## src/rtl/core/cbmm_ram.sv

```systemverilog
// Generic single-write, single-read RAM with registered read data.
// No dependencies.
`default_nettype none

module cbmm_ram #(
  parameter int WIDTH = 8,
  parameter int DEPTH = 256
) (
  input  wire logic                     clk,
  input  wire logic                     we,
  input  wire logic [$clog2(DEPTH)-1:0] waddr,
  input  wire logic [WIDTH-1:0]         wdata,
  input  wire logic [$clog2(DEPTH)-1:0] raddr,
  output logic      [WIDTH-1:0]         rdata
);

  logic [WIDTH-1:0] mem [DEPTH];

  always_ff @(posedge clk) begin
    if (we) begin
      mem[waddr] <= wdata;
    end
    rdata <= mem[raddr];
  end

endmodule

`default_nettype wire

```

## config.mk

```make
export PLATFORM = sky130hd
export DESIGN_NAME = cbmm_ram
export DESIGN_NICKNAME = d
export VERILOG_FILES = /design/src/rtl/core/cbmm_ram.sv
export SDC_FILE = /design/constraint.sdc
export NUM_CORES = 2
export LEC_CHECK = 0
export BUFFER_PORTS_ARGS = -buffer_cell sky130_fd_sc_hd__buf_2
export CORE_ASPECT_RATIO = 1.4
export CORE_MARGIN = 10
export CORE_UTILIZATION = 40
export CTS_CLUSTER_DIAMETER = 40
export CTS_CLUSTER_SIZE = 16
export DETAILED_ROUTE_END_ITERATION = 8
export HOLD_SLACK_MARGIN = 0.03
export MAX_ROUTING_LAYER = met4
export SETUP_SLACK_MARGIN = 0.15
export SKIP_CTS_REPAIR_TIMING = 1
export SYNTH_ARGS = -nofsm -noshare
export SYNTH_HDL_FRONTEND = slang
export SYNTH_SLANG_ARGS = --single-unit
```

## constraint.sdc

```tcl
create_clock -name clk -period 3 [get_ports clk]
set_clock_uncertainty 0.05 [all_clocks]
set_input_delay 0.15 -clock clk [delete_from_list [all_inputs] [get_ports clk]]
set_output_delay 0.15 -clock clk [all_outputs]
set_load 0.02 [all_outputs]
```

=== Word level (Yosys, flattened, before mapping) ===
Memory sizes are Yosys's and may differ from the RTL's. A register that Yosys moved wholly into a read port is not among the register bits.
Index checks and enable logic that the tools add are counted.
Widths: inputs -> output; s select.

* Mux-type cells: 2

{| class="wikitable"
|+ Operator list
! kind !! number
|-
| $mux 1 || 2
|}

* Flip-flop bits (word level): 0
* Bits in writable memories: 2048
* Bits of input ports: 26
* Memories: 1

{| class="wikitable"
|+ Memories
! name !! depth !! bits a word !! read ports !! clocked after memory_dff !! wr ports !! RTL line !! RTL
|-
| mem || 256 || 8 || 1 || 1 || 1 || 17 || <nowiki>logic [WIDTH-1:0] mem [DEPTH];</nowiki>
|}

=== Logic depth before layout (Yosys ltp) ===
* Depth after elaboration: 2
* Gate-level depth with buffers: 11
* Depth with buffers taken out: 6

=== Worst setup path after synthesis ===
OpenSTA, ideal clock, no wires.

* Path kind: input -> register
* Start point: input port raddr[0]
* End point: register rdata[2], read port of mem
* Library setup time: 0.131 ns
* Arrival time: 1.957 ns
* Data required time: 2.819 ns
* Setup slack: 0.862 ns
* Cell stages on the path: 9
* Path buffers: 4
* Cells stage by stage: buf_6 buf_12 buf_8 buf_2 mux4_2 a22oi_1 a21oi_1 nor4_1 nor4_2

{| class="wikitable"
|+ RTL lines
! item !! RTL line !! RTL
|-
| from (decl) || 13 || <nowiki>input wire logic [$clog2(DEPTH)-1:0] raddr,</nowiki>
|-
| to (decl) || 14 || <nowiki>output logic [WIDTH-1:0] rdata</nowiki>
|}

==> flow_summary.json <==
{
  "outcome": "finished clean",
  "io_pins": 34,
  "syn2layout_area_growth_pct": 16.28,
  "grt_max_degree": 129,
  "ant_nets": 0,
  "fp.dieH_um": 547.7,
  "syn-num-nets": 3759,
  "tightestPinTransition_ps": 1373,
  "critPathMaxFanout": 1,
  "period_share_pct": 94.00,
  "clkSinkCount": 2056,
  "hold_violations": 0,
  "wire_per_inst_um": 30.21,
  "rows": 193,
  "crit_chain": "mux4_2, a22o_1, a221oi_2, o32ai_2, nor3_2, nor4_2",
  "gp_congestion": 0.8884,
  "numCtsBuffers": 181,
  "setup_violations": 0,
  "r2r_end": "rdata[6]$_DFF_P_",
  "cp.arrival_ps": 3450,
  "r2r_start": "mem[83][6]$_DFFE_PP_",
  "synth_cell_types": 55,
  "syn_area_mm2": 0.07956,
  "relSlewSlack_pct": 8.456,
  "crit_start": "mem[83][6]$_DFFE_PP_",
  "antenna_found_initial": 11,
  "drc_errors": 0,
  "synth-compound-area-share_pct": 3.419,
  "hold-worst-slack_ps": 31.96,
  "synth-edff-count": 2048,
  "cts_buffer_depth": 4,
  "routed_wl_mm": 213.0,
  "ys_warn_count": 0,
  "ys_ff_latch": 2056,
  "synth_top_family_by_area": "multiplexers",
  "synth-simple-area-share_pct": 2.628,
  "slowest_delay_ps": 610,
  "slew_viol_final": 0,
  "firstDrtPassIters": 5,
  "worst_slack_ps": 180.1,
  "crit_path_end": "rdata[6]$_DFF_P_",
  "root_buffer": "clkbuf_16",
  "cpMaxStageDelayCell": "a221oi_2",
  "power_density_mw_per_mm2": 624.6,
  "grt_pass1_wl_mm": 306.4,
  "dp_slack_ps": -407.2,
  "ys_top_cells_by_area": "edfxtp_1, mux4_2, mux2i_1",
  "p_leak_nw": 29.35,
  "synthCells": 3733,
  "fp.dieW_um": 396.9,
  "first_global_vias": 41360,
  "synth_fa_ha_area_share_pct": 0,
  "io_buffers": 33,
  "ir_worst_vdd_uv": 551.8,
  "synthXorXnorAreaFrac_pct": 0,
  "clk_latency_ps": 840,
  "post_drt_via_cell_ratio": 5.724,
  "cp-end-kind": "flop",
  "cp_data_required_time_ps": 3630,
  "synth_mux_area_share_pct": 14.62,
  "start_util_pct": 40.23,
  "period_needed_ps": 2820,
  "synth_common_cells": "edfxtp_1, mux4_2, nor2_1, mux2i_1, a22oi_1",
  "synth_ff_type": "edfxtp_1",
  "nFillCells": 16240,
  "reg2reg_depth": 6,
  "synthArstFlopShare_pct": 0,
  "grt_overflow": 0,
  "yosys.area.top_type": "edfxtp_1",
  "worstSetupStartpointType": "flop",
  "final_nets": 4323,
  "avgSynthCellArea_um2": 21.31,
  "grt.total_usage_pct": 19.95,
  "cts_tree": "yes",
  "yosysMostFrequentCell": "edfxtp_1",
  "maxCapViolCount": 0,
  "cts.htree.levels": 4,
  "fmax_mhz": 354.6,
  "hp-class": "in -> reg",
  "synth_top_area_share_pct": 77.30,
  "critPathKind": "reg -> reg",
  "path_clk_slew_ps": 70,
  "yosysSeqAreaShare_pct": 77.50,
  "drt_iter0_drc": 4192,
  "rrSetupSlack_ps": 180,
  "die-area_mm2": 0.2174,
  "drive_gt1_share_pct": 30.33,
  "dp_hpwl_mm": 143.5,
  "num_vias": 40350,
  "rsz0062_at_grt": "no",
  "core-area_mm2": 0.1978
}
## per-stage QoR
stage	setup TNS [ps]	util (%)	cell area (um^2)	total power, W	instances
global route	0	46.78	92510	0.05935	7048
global placement	-617.1	43.84	86700	0.03558	6732
CTS	0	46.69	92340	0.05815	7026
detailed placement	-658.6	43.84	86700	0.03562	6732
floorplan	0	-	79560	0.03386	3733
finish	0	46.78	92510	0.05778	7049
## per-layer routing
layer | vias to the layer above | routed length, um | track usage, %
li1 | 16790 | - | -
met1 | 21660 | 78540 | 23.83
met3 | 365 | 13590 | 2.824
met2 | 1530 | 111700 | 34.21
met4 | 0 | 9113 | 7.623
met5 | - | 0 | -
## power by group
part           switching, W  internal (W)  total, W
clock                0.0104        0.0124    0.0228
combinational       0.00205       0.00122   0.00327
sequential        0.0000591        0.0316    0.0317
total                0.0125        0.0453    0.0578
## registers in the layout, indices dropped and copies added (netlist names)
register  flops
rdata         8
mem        2048
## critical path: cells and delay by family (launching register included)
kind            cells  cell delay, ps
compound gates      3            1200
simple gates        2             550
mux                 1             490
flops               1             370
## cell type report
class,instances,area (um^2),area share [%]
flip-flops and latches,2056,61660,66.65
multi-input cells,1442,16490,17.83
repair buffers,614,5389,5.825
clock buffers,202,4659,5.037
well taps,2632,3293,3.560
clock inverters,92,987.2,1.067
diodes,9,22.52,0.02434
inverters,2,7.507,0.008115
## cell families (layout without fill, tap and decap cells)
| family | count (synthesis) | after routing |
|---|---|---|
| simple gates | 466 | 466 |
| flops | 2056 | 2056 |
| mux | 591 | 591 |
| compound gates | 385 | 385 |
| other cells | 0 | 9 |
| buf+inv | 235 | 910 |
## placed cells by master (no fill, tap or decap), types with 5 or more instances in the layout
cell type / count
a211oi_1: 16
o22a_1: 5
nor4_1: 23
diode_2: 9
a21oi_1: 96
clkinvlp_4: 15
mux4_2: 454
clkinv_1: 17
o21ai_0: 10
buf_8: 7
a221oi_1: 13
nand2b_1: 8
mux2i_1: 134
buf_4: 511
nor2b_1: 28
buf_2: 21
inv_6: 14
dlygate4sd3_1: 14
nand2_1: 33
a22oi_1: 133
nor3_1: 21
clkbuf_16: 182
a22o_1: 8
dfxtp_1: 8
o221ai_1: 46
clkbuf_1: 17
bufinv_16: 13
nand4_1: 10
edfxtp_1: 2048
o22ai_1: 28
inv_8: 6
o211ai_1: 10
and2_1: 5
nor2_1: 279
nand3_1: 34
clkbuf_8: 6
clkinv_2: 12
clkinv_4: 12
buf_12: 58
## how the worst min path moves through the flow
stage / from / endpoint / slack [ps] / cells past startpoint
3_5_place_dp: wdata[1] / mem[246][1]$_DFFE_PP_ / 610 / 1
5_1_grt: waddr[4] / mem[248][6]$_DFFE_PP_ / 30 / 4
2_1_floorplan: wdata[0] / mem[0][0]$_DFFE_PP_ / 200 / 0
6_report: waddr[4] / mem[248][6]$_DFFE_PP_ / 30 / 4
4_1_cts: wdata[1] / mem[205][1]$_DFFE_PP_ / -280 / 1
3_3_place_gp: wdata[0] / mem[246][0]$_DFFE_PP_ / 600 / 1
No activity file was read; power rests on OpenSTA's default activity.
