## src/rtl/core/cbmm_pkg.sv

```systemverilog
// Shared constants and types for the console bus memory map.
// No dependencies; used by console_bus_memory_map and cbmm_rem_unit in rtl/core.
`default_nettype none

package cbmm_pkg;

  localparam int MAIN_RAM_DEPTH   = 4096;
  localparam int BOOT_ROM_BASE    = 61440;
  localparam int CART_OFFSET_BITS = 20;

  localparam int CART_SIZE_W = 21;
  localparam int BOOT_SIZE_W = 13;
  localparam int CFG_INDEX_W = 8;
  localparam int FETCH_W     = 20;
  localparam int DIVIDEND_W  = 15;

  localparam logic OP_READ  = 1'b0;
  localparam logic OP_WRITE = 1'b1;

  localparam logic [1:0] SRC_INTERNAL = 2'd0;
  localparam logic [1:0] SRC_BOOT     = 2'd1;
  localparam logic [1:0] SRC_CART     = 2'd2;

  localparam logic [CFG_INDEX_W-1:0] CFG_CART_SIZE = 8'd0;
  localparam logic [CFG_INDEX_W-1:0] CFG_BOOT_SIZE = 8'd1;

  localparam logic [4:0] DISP_LIST_HI = 5'h0C;
  localparam logic [4:0] DISP_LIST_LO = 5'h10;

  localparam logic [15:0] ADDR_LEGACY0 = 16'h0000;
  localparam logic [15:0] ADDR_DISP0   = 16'h0020;
  localparam logic [15:0] ADDR_LOW0    = 16'h0040;
  localparam logic [15:0] ADDR_LEGACY1 = 16'h0100;
  localparam logic [15:0] ADDR_DISP1   = 16'h0120;
  localparam logic [15:0] ADDR_LOW1    = 16'h0140;
  localparam logic [15:0] ADDR_LEGACY2 = 16'h0200;
  localparam logic [15:0] ADDR_DISP2   = 16'h0220;
  localparam logic [15:0] ADDR_OPEN    = 16'h0240;
  localparam logic [15:0] ADDR_IO      = 16'h0480;
  localparam logic [15:0] ADDR_IO_END  = 16'h0500;
  localparam logic [15:0] ADDR_MAIN    = 16'h1800;
  localparam logic [15:0] ADDR_CART_LO = 16'h4000;
  localparam logic [15:0] ADDR_CART_HI = 16'hC000;
  localparam logic [CART_SIZE_W-1:0] CART_BANK = 21'd16384;
  localparam logic [7:0]  OPEN_BUS     = 8'hFF;

  typedef struct packed {
    logic                   done;
    logic [CART_SIZE_W-1:0] rem;
  } rem_status_t;

endpackage

`default_nettype wire

```

## src/rtl/core/cbmm_rem_unit.sv

```systemverilog
// Restoring remainder unit, one dividend bit per cycle.
// Depends on cbmm_pkg.
`default_nettype none

module cbmm_rem_unit (
  input  wire logic                                clk,
  input  wire logic                                rst,
  input  wire logic                                start,
  input  wire logic [cbmm_pkg::DIVIDEND_W-1:0]     dividend,
  input  wire logic [cbmm_pkg::CART_SIZE_W-1:0]    divisor,
  output cbmm_pkg::rem_status_t                    status
);

  localparam int DW = cbmm_pkg::DIVIDEND_W;
  localparam int RW = cbmm_pkg::CART_SIZE_W;

  logic          busy;
  logic [3:0]    cnt;
  logic [DW-1:0] quo;
  logic [RW-1:0] rem;
  logic [RW-1:0] dvs;
  logic          done;
  logic [RW:0]   trial;
  logic [RW:0]   diff;

  always_comb begin
    trial = {rem, quo[DW-1]};
    diff  = trial - {1'b0, dvs};
  end

  always_ff @(posedge clk) begin
    if (rst) begin
      busy <= 1'b0;
      done <= 1'b0;
      cnt  <= '0;
    end else begin
      done <= 1'b0;
      if (start) begin
        busy <= 1'b1;
        cnt  <= 4'(DW - 1);
        quo  <= dividend;
        dvs  <= divisor;
        rem  <= '0;
      end else if (busy) begin
        quo <= {quo[DW-2:0], 1'b0};
        if (trial >= {1'b0, dvs}) begin
          rem <= diff[RW-1:0];
        end else begin
          rem <= trial[RW-1:0];
        end
        cnt <= cnt - 4'd1;
        if (cnt == 4'd0) begin
          busy <= 1'b0;
          done <= 1'b1;
        end
      end
    end
  end

  assign status.done = done;
  assign status.rem  = rem;

endmodule

`default_nettype wire
```

## config.mk

```make
export PLATFORM = sky130hd
export DESIGN_NAME = cbmm_rem_unit
export DESIGN_NICKNAME = d
export VERILOG_FILES = /design/src/rtl/core/cbmm_pkg.sv /design/src/rtl/core/cbmm_rem_unit.sv
export SDC_FILE = /design/constraint.sdc
export NUM_CORES = 1
export LEC_CHECK = 0
export BUFFER_PORTS_ARGS = -buffer_cell sky130_fd_sc_hd__buf_4
export CAP_MARGIN = 20
export CORE_UTILIZATION = 40
export DETAILED_ROUTE_END_ITERATION = 7
export PLACE_DENSITY = 0.71
export SLEW_MARGIN = 15
export SYNTH_ARGS = -nofsm -noshare
export SYNTH_HDL_FRONTEND = slang
export SYNTH_SLANG_ARGS = --single-unit
export TNS_END_PERCENT = 30
```

## constraint.sdc

```tcl
create_clock -name clk -period 4.8 [get_ports clk]
set_input_delay 0 -clock clk [delete_from_list [all_inputs] [get_ports clk]]
set_output_delay 0 -clock clk [all_outputs]
set_load 0.01 [all_outputs]
```

* Yosys cells after proc, flatten, opt, wreduce, memory -nomap -nowiden
Index checks and enable logic that the tools add are counted.
Word-level totals: bits in registers 63, output and inout bits 22, bits of input ports 39
Cells by class: muxes and demuxes 10, add/subtract/negate cells 2, reduce and logical (&&, ||, !) cells 6, order comparisons 1, bitwise gates (word level) 2
Operator list (number):
- $mux W21 | 2
- $mux W15 | 2
- $ge A22 B21 Y1 | 1
- $sub A21 B21 Y21 | 1
- $mux W4 | 2
- $logic_not A4 Y1 | 1
- $mux W1 | 4
- $reduce_and A2 Y1 | 2
- $sub A4 B1 Y4 const B | 1
- $reduce_or A3 Y1 | 1
- $not A1 Y1 | 2
- $reduce_bool A2 Y1 | 1
- $reduce_or A2 Y1 | 1

* Logic depth before layout (Yosys ltp)
Gate-level depths: netlist (run 1).
word-level depth 4, depth in mapped cells 12

* Worst setup path before layout (run 1)
OpenSTA, ideal clock, no wires.
path type reg2reg, start point register quo[14], end point register rem[10], data pin, period minus slack after synthesis 2.752 ns, path slack 2.048 ns, cell stages (with the launch flop) 13, arrival time 2.486 ns, path through edfxtp_1 -> inv_1 -> ha_1 -> inv_1 -> fa_1 -> a21o_4 -> a311oi_1 -> or4b_4 -> nand3b_4 -> a21oi_4 -> buf_6 -> mux2i_1 -> nor2_1
Between the ends: longest elaborated chain between the ends 3, elaborated cells between the ends (all ways) 4, those cells by class 1 x add/sub; 1 x order compare; 2 x mux
RTL lines:
- from (decl) | RTL line cbmm_rem_unit.sv:19 | logic [DW-1:0] quo;
- from (signal assigned) | RTL line cbmm_rem_unit.sv:41 | quo <= dividend;
- from (signal assigned) | RTL line cbmm_rem_unit.sv:45 | quo <= {quo[DW-2:0], 1'b0};
- $sub A21 B21 Y21 / $ge A22 B21 Y1 (equally long branches) | RTL line cbmm_rem_unit.sv:28, cbmm_rem_unit.sv:46
- $mux W21 * | RTL line cbmm_rem_unit.sv:46 | if (trial >= {1'b0, dvs}) begin
- $mux W21 * | RTL line cbmm_rem_unit.sv:44 | end else if (busy) begin
- to (signal assigned) | RTL line cbmm_rem_unit.sv:47 | rem <= diff[RW-1:0];
- to (signal assigned) | RTL line cbmm_rem_unit.sv:49 | rem <= trial[RW-1:0];
- to (decl) | RTL line cbmm_rem_unit.sv:20 | logic [RW-1:0] rem;
Mark *: on every way between the ends. The rest lies on a longest branch, timed or not. The select of a mux whose other input is x is not followed. A chain may end at the register's enable or synchronous reset.

* Final worst setup path (run 1)
start point register quo[14], end point register rem[17], data pin
Same word-level chain as after synthesis.

==> qor.txt, run 1 <==
status - finished clean
CP Launch Type - flop
Net Switching - 0.513 mW
total clock sinks - 63
worst-margin pin slew - 943 ps
cell mode on critical path - inv_1
clock power share - 29.1%
Final Setup Violations - 0
CTS tree - yes
Post-Route WL - 8.66 mm
Synth async-reset ratio - 0%
minimum clock period - 3460 ps
Hold Vio Cnt, Final - 0
synthesized cell area - 0.00375 sq mm
DRT antenna net count - 0
P per Cell Area - 335 mW/mm^2
Hold Path Class - primary input to flop
Setup crit end - rem[17]$_SDFFCE_PP0P_
YS warnings - 0
vias in the first global route - 3034
global route overflow - 0
FF-to-FF path depth - 11
LEAKAGE - 2.00 nW
area of the multi-input gates - 0.00175 sq mm
register bit total from synthesis - 63
via count - 2933
Final nets - 506
Reg2Reg Capture Point - rem[17]$_SDFFCE_PP0P_
port bufs - 60
Slew HR - 37.0%
Die Y - 98.8 microns
core area - 0.00889 sq mm
initial antenna violation count - 0
f_max - 289 MHz
Layout area overhead - 30.0%
max incr delay on CP - 760 ps
Flop pwr share - 41.9%
Die Area - 0.00976 sq mm
syn_nets - 411
vias per std cell - 5.28
DRC - 0
Synth cell types - 55
FF-to-FF setup slack - 1340 ps
clk_lat worst skew - 360 ps
die width - 98.8 microns
internal power - 1.12 mW
worst-path cell chain - inv_1 -> ha_1 -> inv_1 -> fa_1 -> a21o_4 -> a311oi_1 -> or4b_4 -> nand3b_4 -> a21oi_4 -> nor3_1 -> a32o_1
Max Root-Sink Buffers - 2
num rows - 34
unrepaired setup endpoints after global routing - no
TritonCTS Buffers - 9
register area - 0.00183 sq mm
FILL cells - 758
Setup Skew - 14.3 ps
root buffer cell - clkbuf_8
DR iter-0 viols - 111
Slew Viols, Final - 0
Critical Path Sink Type - flop
worst reg2reg startpoint - quo[14]$_DFFE_PP_
Cells after Synth - 348
Layout Cells excl Fill - 556
first-pass GRT wire length - 14.1 mm
post-synthesis sequential area ratio - 48.9%
Arr. time, crit path - 3580 ps
DP Wirelength - 5.78 mm
Avg Cell Area, Syn - 10.8 sq um
Crit. Startpoint - quo[14]$_DFFE_PP_
htree depth - 3
Post-synth EDFFs - 57
Avg WL per Cell - 15.6 microns
crit path kind - flop to flop
worst-path maximum fanout - 26
share of cells above drive strength 1 - 22.5%
required time worst endpoint - 4920 ps
Gates resized, CTS repair - 0
initial core utilization - 42.1%
Max VDD drop - 222 uV
Layout Utilization - 54.8%
period utilization - 72.0%
GRT Total Usage - 18.7%
ANT cells - 0
sw frac - 31.5%
Placed Instances - 502
pin count of the biggest net entering global routing - 42
Slowest-stage cell, CP - a21oi_4
predominant post-synthesis flop cell - edfxtp_1
First-pass DRT Iterations - 4
total negative slack - 0 ps
# IOs - 61
maxcap violations - 0
Gate power share - 29.0%
Clock transition at path regs - 80 ps
routability cong. - 0.908
critical path: cells and delay by family (launching register included):
family                   cells  cell delay (ps)
flip-flops                   1              370
AND/OR/NAND/NOR              3              420
adder cells (fa/ha/maj)      2              580
buffers and inverters        2              140
AO/OA/AOI/OAI                4             1700
state kept, by name (all words and copies together) (netlist names):
register and count:
rem 21, cnt 4, quo 15, dvs 21, busy 1, done 1
how the worst min path moves through the flow:
stage / cells after the start / endpoint / slack, ps / from
finish: 2 / rem[16]$_SDFFCE_PP0P_ / 170 / start
global route: 2 / rem[16]$_SDFFCE_PP0P_ / 170 / start
CTS: 2 / rem[16]$_SDFFCE_PP0P_ / 150 / start
detailed placement: 1 / dvs[2]$_DFFE_PP_ / 180 / divisor[2]
global placement: 1 / dvs[5]$_DFFE_PP_ / 180 / divisor[5]
floorplan: 0 / dvs[0]$_DFFE_PP_ / 100 / divisor[0]
cell type report:
cell class	instances	share of cell area, %
clock inverters	7	1.49
multi-input cells	243	35.8
clock buffers	9	2.54
well taps	108	2.77
repair buffers	99	17.7
inverters	27	2.08
flip-flops and latches	63	37.6
kinds of logic (layout without fill, tap and decap cells):
family | Yosys count | count (layout) | share of synthesized area [%]
simple gates | 94 | 94 | 12.1
compound gates | 79 | 79 | 13.9
flops | 63 | 63 | 48.9
buf+inv | 42 | 142 | 4.81
mux | 29 | 29 | 8.21
fa+ha+maj | 24 | 24 | 8.21
xor+xnor | 17 | 17 | 3.97
power groups by stage:
stage          combinational [mW]  clock [mW]  sequential (mW)
2_1_floorplan               0.313           0            0.698
3_3_place_gp                0.427           0            0.694
3_5_place_dp                0.441           0            0.696
4_1_cts                     0.468       0.485            0.684
5_1_grt                     0.522       0.500            0.688
6_report                    0.473       0.474            0.683
synth_stat cells, types with 3 or more instances:
master / instances / area (sq um)
a21oi_1: 31 / 155
and2_1: 3 / 18.8
buf_2: 3 / 15.0
clkbuf_1: 7 / 26.3
dfxtp_1: 6 / 120
edfxtp_1: 57 / 1710
ha_1: 23 / 288
inv_1: 27 / 101
mux2_2: 14 / 158
mux2i_1: 15 / 150
nand2_1: 22 / 82.6
nand3_1: 8 / 40.0
nand4_1: 3 / 18.8
nor2_1: 37 / 139
nor2b_1: 4 / 25.0
nor3_1: 7 / 35.0
o211ai_1: 6 / 45.0
o21ai_0: 14 / 70.1
xnor2_1: 8 / 70.1
xor2_1: 9 / 78.8
what timing repair did:
item,in CTS,in global routing
endpoints found under the hold margin,41,0
setup buffers,0,0
hold buffers,37,0
layer usage:
metal | track usage [%] | vias up | part of all wire (%)
li1 | - | 1457 | -
met1 | 21.2 | 1382 | 43
met2 | 32.4 | 78 | 49
met3 | 6.03 | 16 | 5.4
met4 | 7.81 | 0 | 2.2
met5 | 0 | - | 0
placed cells by master, fill, tap and decap left out, types with 6 or more instances in the layout:
cell type      Yosys  layout
o211ai_1           6       6
edfxtp_1          57      57
o21ai_0           14      14
nand3_1            8       8
a21oi_1           31      31
dlygate4sd3_1      0      37
clkbuf_8           0       9
xnor2_1            8       8
xor2_1             9       9
nand2_1           22      22
nor2_1            37      35
inv_1             27      27
mux2i_1           15      15
buf_4              1      60
dfxtp_1            6       6
mux2_2            14      14
nor3_1             7       7
ha_1              23      23
per-stage QoR:
stage                     area, sq um  total power [mW]  setup slack, ps  hold slack (ps)
after floorplan                  3750              1.01             2050             98.9
after global placement           4260              1.12             1500              179
after detailed placement         4280              1.14             1360              179
after CTS                        4850              1.64             1340              145
after global routing             4870              1.71             1170              173
final                            4870              1.63             1340              167
No activity file was read; power rests on OpenSTA's default activity.
==> inputs of run 2 (changes only) <==
==> constraint.sdc (replaced) <==
create_clock -name clk -period 3.6 [get_ports clk]
set_input_delay 0 -clock clk [delete_from_list [all_inputs] [get_ports clk]]
set_output_delay 0 -clock clk [all_outputs]
set_load 0.01 [all_outputs]
==> run 2 against run 1 <==
Maximum frequency rose by 12%; cell count up 0.36%; sequential power up 34%; flip-flop and latch count is the same; global-route usage fell by 0.57 points; critical endpoint is now rem[12]$_SDFFCE_PP0P_; highest routed layer unchanged.
==> qor.txt, run 2 (same netlist as run 1, synthesis figures left out) <==
DRC - 0 (unchanged)
grt met2 use - 30.0% (-2.4 points)
largest registers - dvs x21, rem x21, quo x15
required time worst endpoint - 3690 ps (-1230 ps)
vias in the first global route - 2981 (-1.7%)
busiest grt layer - met2
initial core utilization - 42.1% (unchanged)
CTS tree - yes
die width - 98.8 microns (unchanged)
Die Area - 0.00976 sq mm (unchanged)
Net Switching - 0.664 mW (+29%)
worst-path maximum fanout - 9 (-65%)
first-pass GRT wire length - 13.8 mm (-2.4%)
clock power share - 25.7% (-3.4 points)
most frequent cells in the layout - buf_4, edfxtp_1, dlygate4sd3_1
FILL cells - 760 (+0.26%)
met1 Use GR - 21.6% (+0.43 points)
period utilization - 86.0% (+14 points)
Gates resized, CTS repair - 0 (unchanged)
minimum clock period - 3100 ps (-363 ps)
vias per std cell - 5.38 (+2.0%)
global route overflow - 0 (unchanged)
Post-Route WL - 8.53 mm (-1.6%)
TritonCTS Buffers - 9 (unchanged)
internal power - 1.42 mW (+27%)
met3 Use GR - 5.89% (-0.14 points)
unrepaired setup endpoints after global routing - no
post-route cell area - 0.00486 sq mm (-0.23%)
Max VDD drop - 265 uV (+19%)
GRT Total Usage - 18.1% (-0.57 points)
Hold Path Class - primary input to flop
status - finished clean
most common cell after layout, fill and taps aside - buf_4
Die Y - 98.8 microns (unchanged)
Area after DPL - 0.00430 sq mm (+0.47%)
pin count of the biggest net entering global routing - 42 (unchanged)
Avg WL per Cell - 15.3 microns (-1.9%)
htree depth - 3 (unchanged)
DRT antenna net count - 0 (unchanged)
Slew HR - 56.7% (+20 points)
Hold Vio Cnt, Final - 0 (unchanged)
area of the multi-input gates - 0.00175 sq mm (unchanged)
Slew Viols, Final - 0 (unchanged)
Setup Skew - 13.0 ps (-1.28 ps)
share of cells above drive strength 1 - 22.7% (+0.12 points)
initial antenna violation count - 0 (unchanged)
P per Cell Area - 429 mW/mm^2 (+28%)
port bufs - 60 (unchanged)
Gate power share - 30.6% (+1.6 points)
Clock transition at path regs - 70 ps (about the same)
f_max - 323 MHz (+12%)
core area - 0.00889 sq mm (unchanged)
total negative slack - 0 ps (unchanged)
First-pass DRT Iterations - 5 (+1)
worst-margin pin slew - 649 ps (-294 ps)
Arr. time, crit path - 3180 ps (-400 ps)
Layout area overhead - 29.7%
Final nets - 508 (+0.40%)
ANT cells - 0 (unchanged)
DP Wirelength - 5.71 mm (-1.3%)
Flop pwr share - 43.7% (+1.8 points)
via count - 3002 (+2.4%)
root buffer cell - clkbuf_8
Critical Path Sink Type - flop
CP Launch Type - flop
num rows - 34 (unchanged)
crit path kind - flop to flop
register area - 0.00183 sq mm (unchanged)
total clock sinks - 63 (unchanged)
# IOs - 61 (unchanged)
sw frac - 31.8% (+0.34 points)
Final Setup Violations - 0 (unchanged)
Max Root-Sink Buffers - 2 (unchanged)
routability cong. - 0.922 (+1.6%)
maxcap violations - 0 (unchanged)
LEAKAGE - 2.00 nW (-0.28%)
clk_lat worst skew - 360 ps (about the same)
DR iter-0 viols - 179 (+61%)
[run 2: layout make-up]
cell class	instances	area share, %
clock buffer	10	2.62
multi-input combinational	243	35.9
inverter	27	2.08
timing repair buffer	101	18.2
sequential	63	37.7
tap	108	2.78
clock inverter	6	0.772
[run 2: metrics by stage]
| stage | hold slack, ps | power [mW] | instances | util, % | setup WS [ps] |
|---|---|---|---|---|---|
| 3_5_place_dp | 179 | 1.52 | 504 | 48.4 | 531 |
| 5_1_grt | 181 | 2.20 | 558 | 54.7 | 392 |
| 3_3_place_gp | 179 | 1.51 | 504 | 48.4 | 636 |
| 2_1_floorplan | 98.9 | 1.35 | 348 | - | 848 |
| 4_1_cts | 159 | 2.10 | 557 | 54.4 | 521 |
| 6_report | 171 | 2.09 | 558 | 54.7 | 505 |
[run 2: worst paths after layout]
kind                     startpoint               endpoint  slack (ps)  depth (start not counted)
hold reg to reg    quo[2]$_DFFE_PP_       quo[3]$_DFFE_PP_         550                          1
setup / recovery  quo[14]$_DFFE_PP_  rem[12]$_SDFFCE_PP0P_         500                         12
hold / removal                start  rem[16]$_SDFFCE_PP0P_         170                          2
setup reg to reg  quo[14]$_DFFE_PP_  rem[12]$_SDFFCE_PP0P_         500                         12
[run 2: worst max-delay path: stages (launching register included)]
cell      delay, ps
edfxtp_1        360
inv_1            80
ha_1            160
inv_1            60
fa_1            410
a21o_4          250
a311oi_1        350
or4b_4          230
nand3b_4         80
a21oi_4         350
buf_4           240
mux2i_1         210
nor2_1           50
[run 2: per-layer routing]
layer | share of wire (%) | wire length [microns]
met5 | 0 | 0
met2 | 48 | 4080
met4 | 1.9 | 158
met1 | 44 | 3710
met3 | 6.7 | 575
[run 2: what timing repair did]
item	in CTS	in global routing
hold endpoints to repair	41	0
hold buffers	37	0
setup buffers	0	0
[run 2: power groups by stage]
stage,registers [mW],logic [mW],clock network (mW)
2_1_floorplan,0.931,0.418,0
3_3_place_gp,0.927,0.583,0
3_5_place_dp,0.929,0.596,0
4_1_cts,0.913,0.632,0.559
5_1_grt,0.919,0.705,0.578
6_report,0.913,0.638,0.537
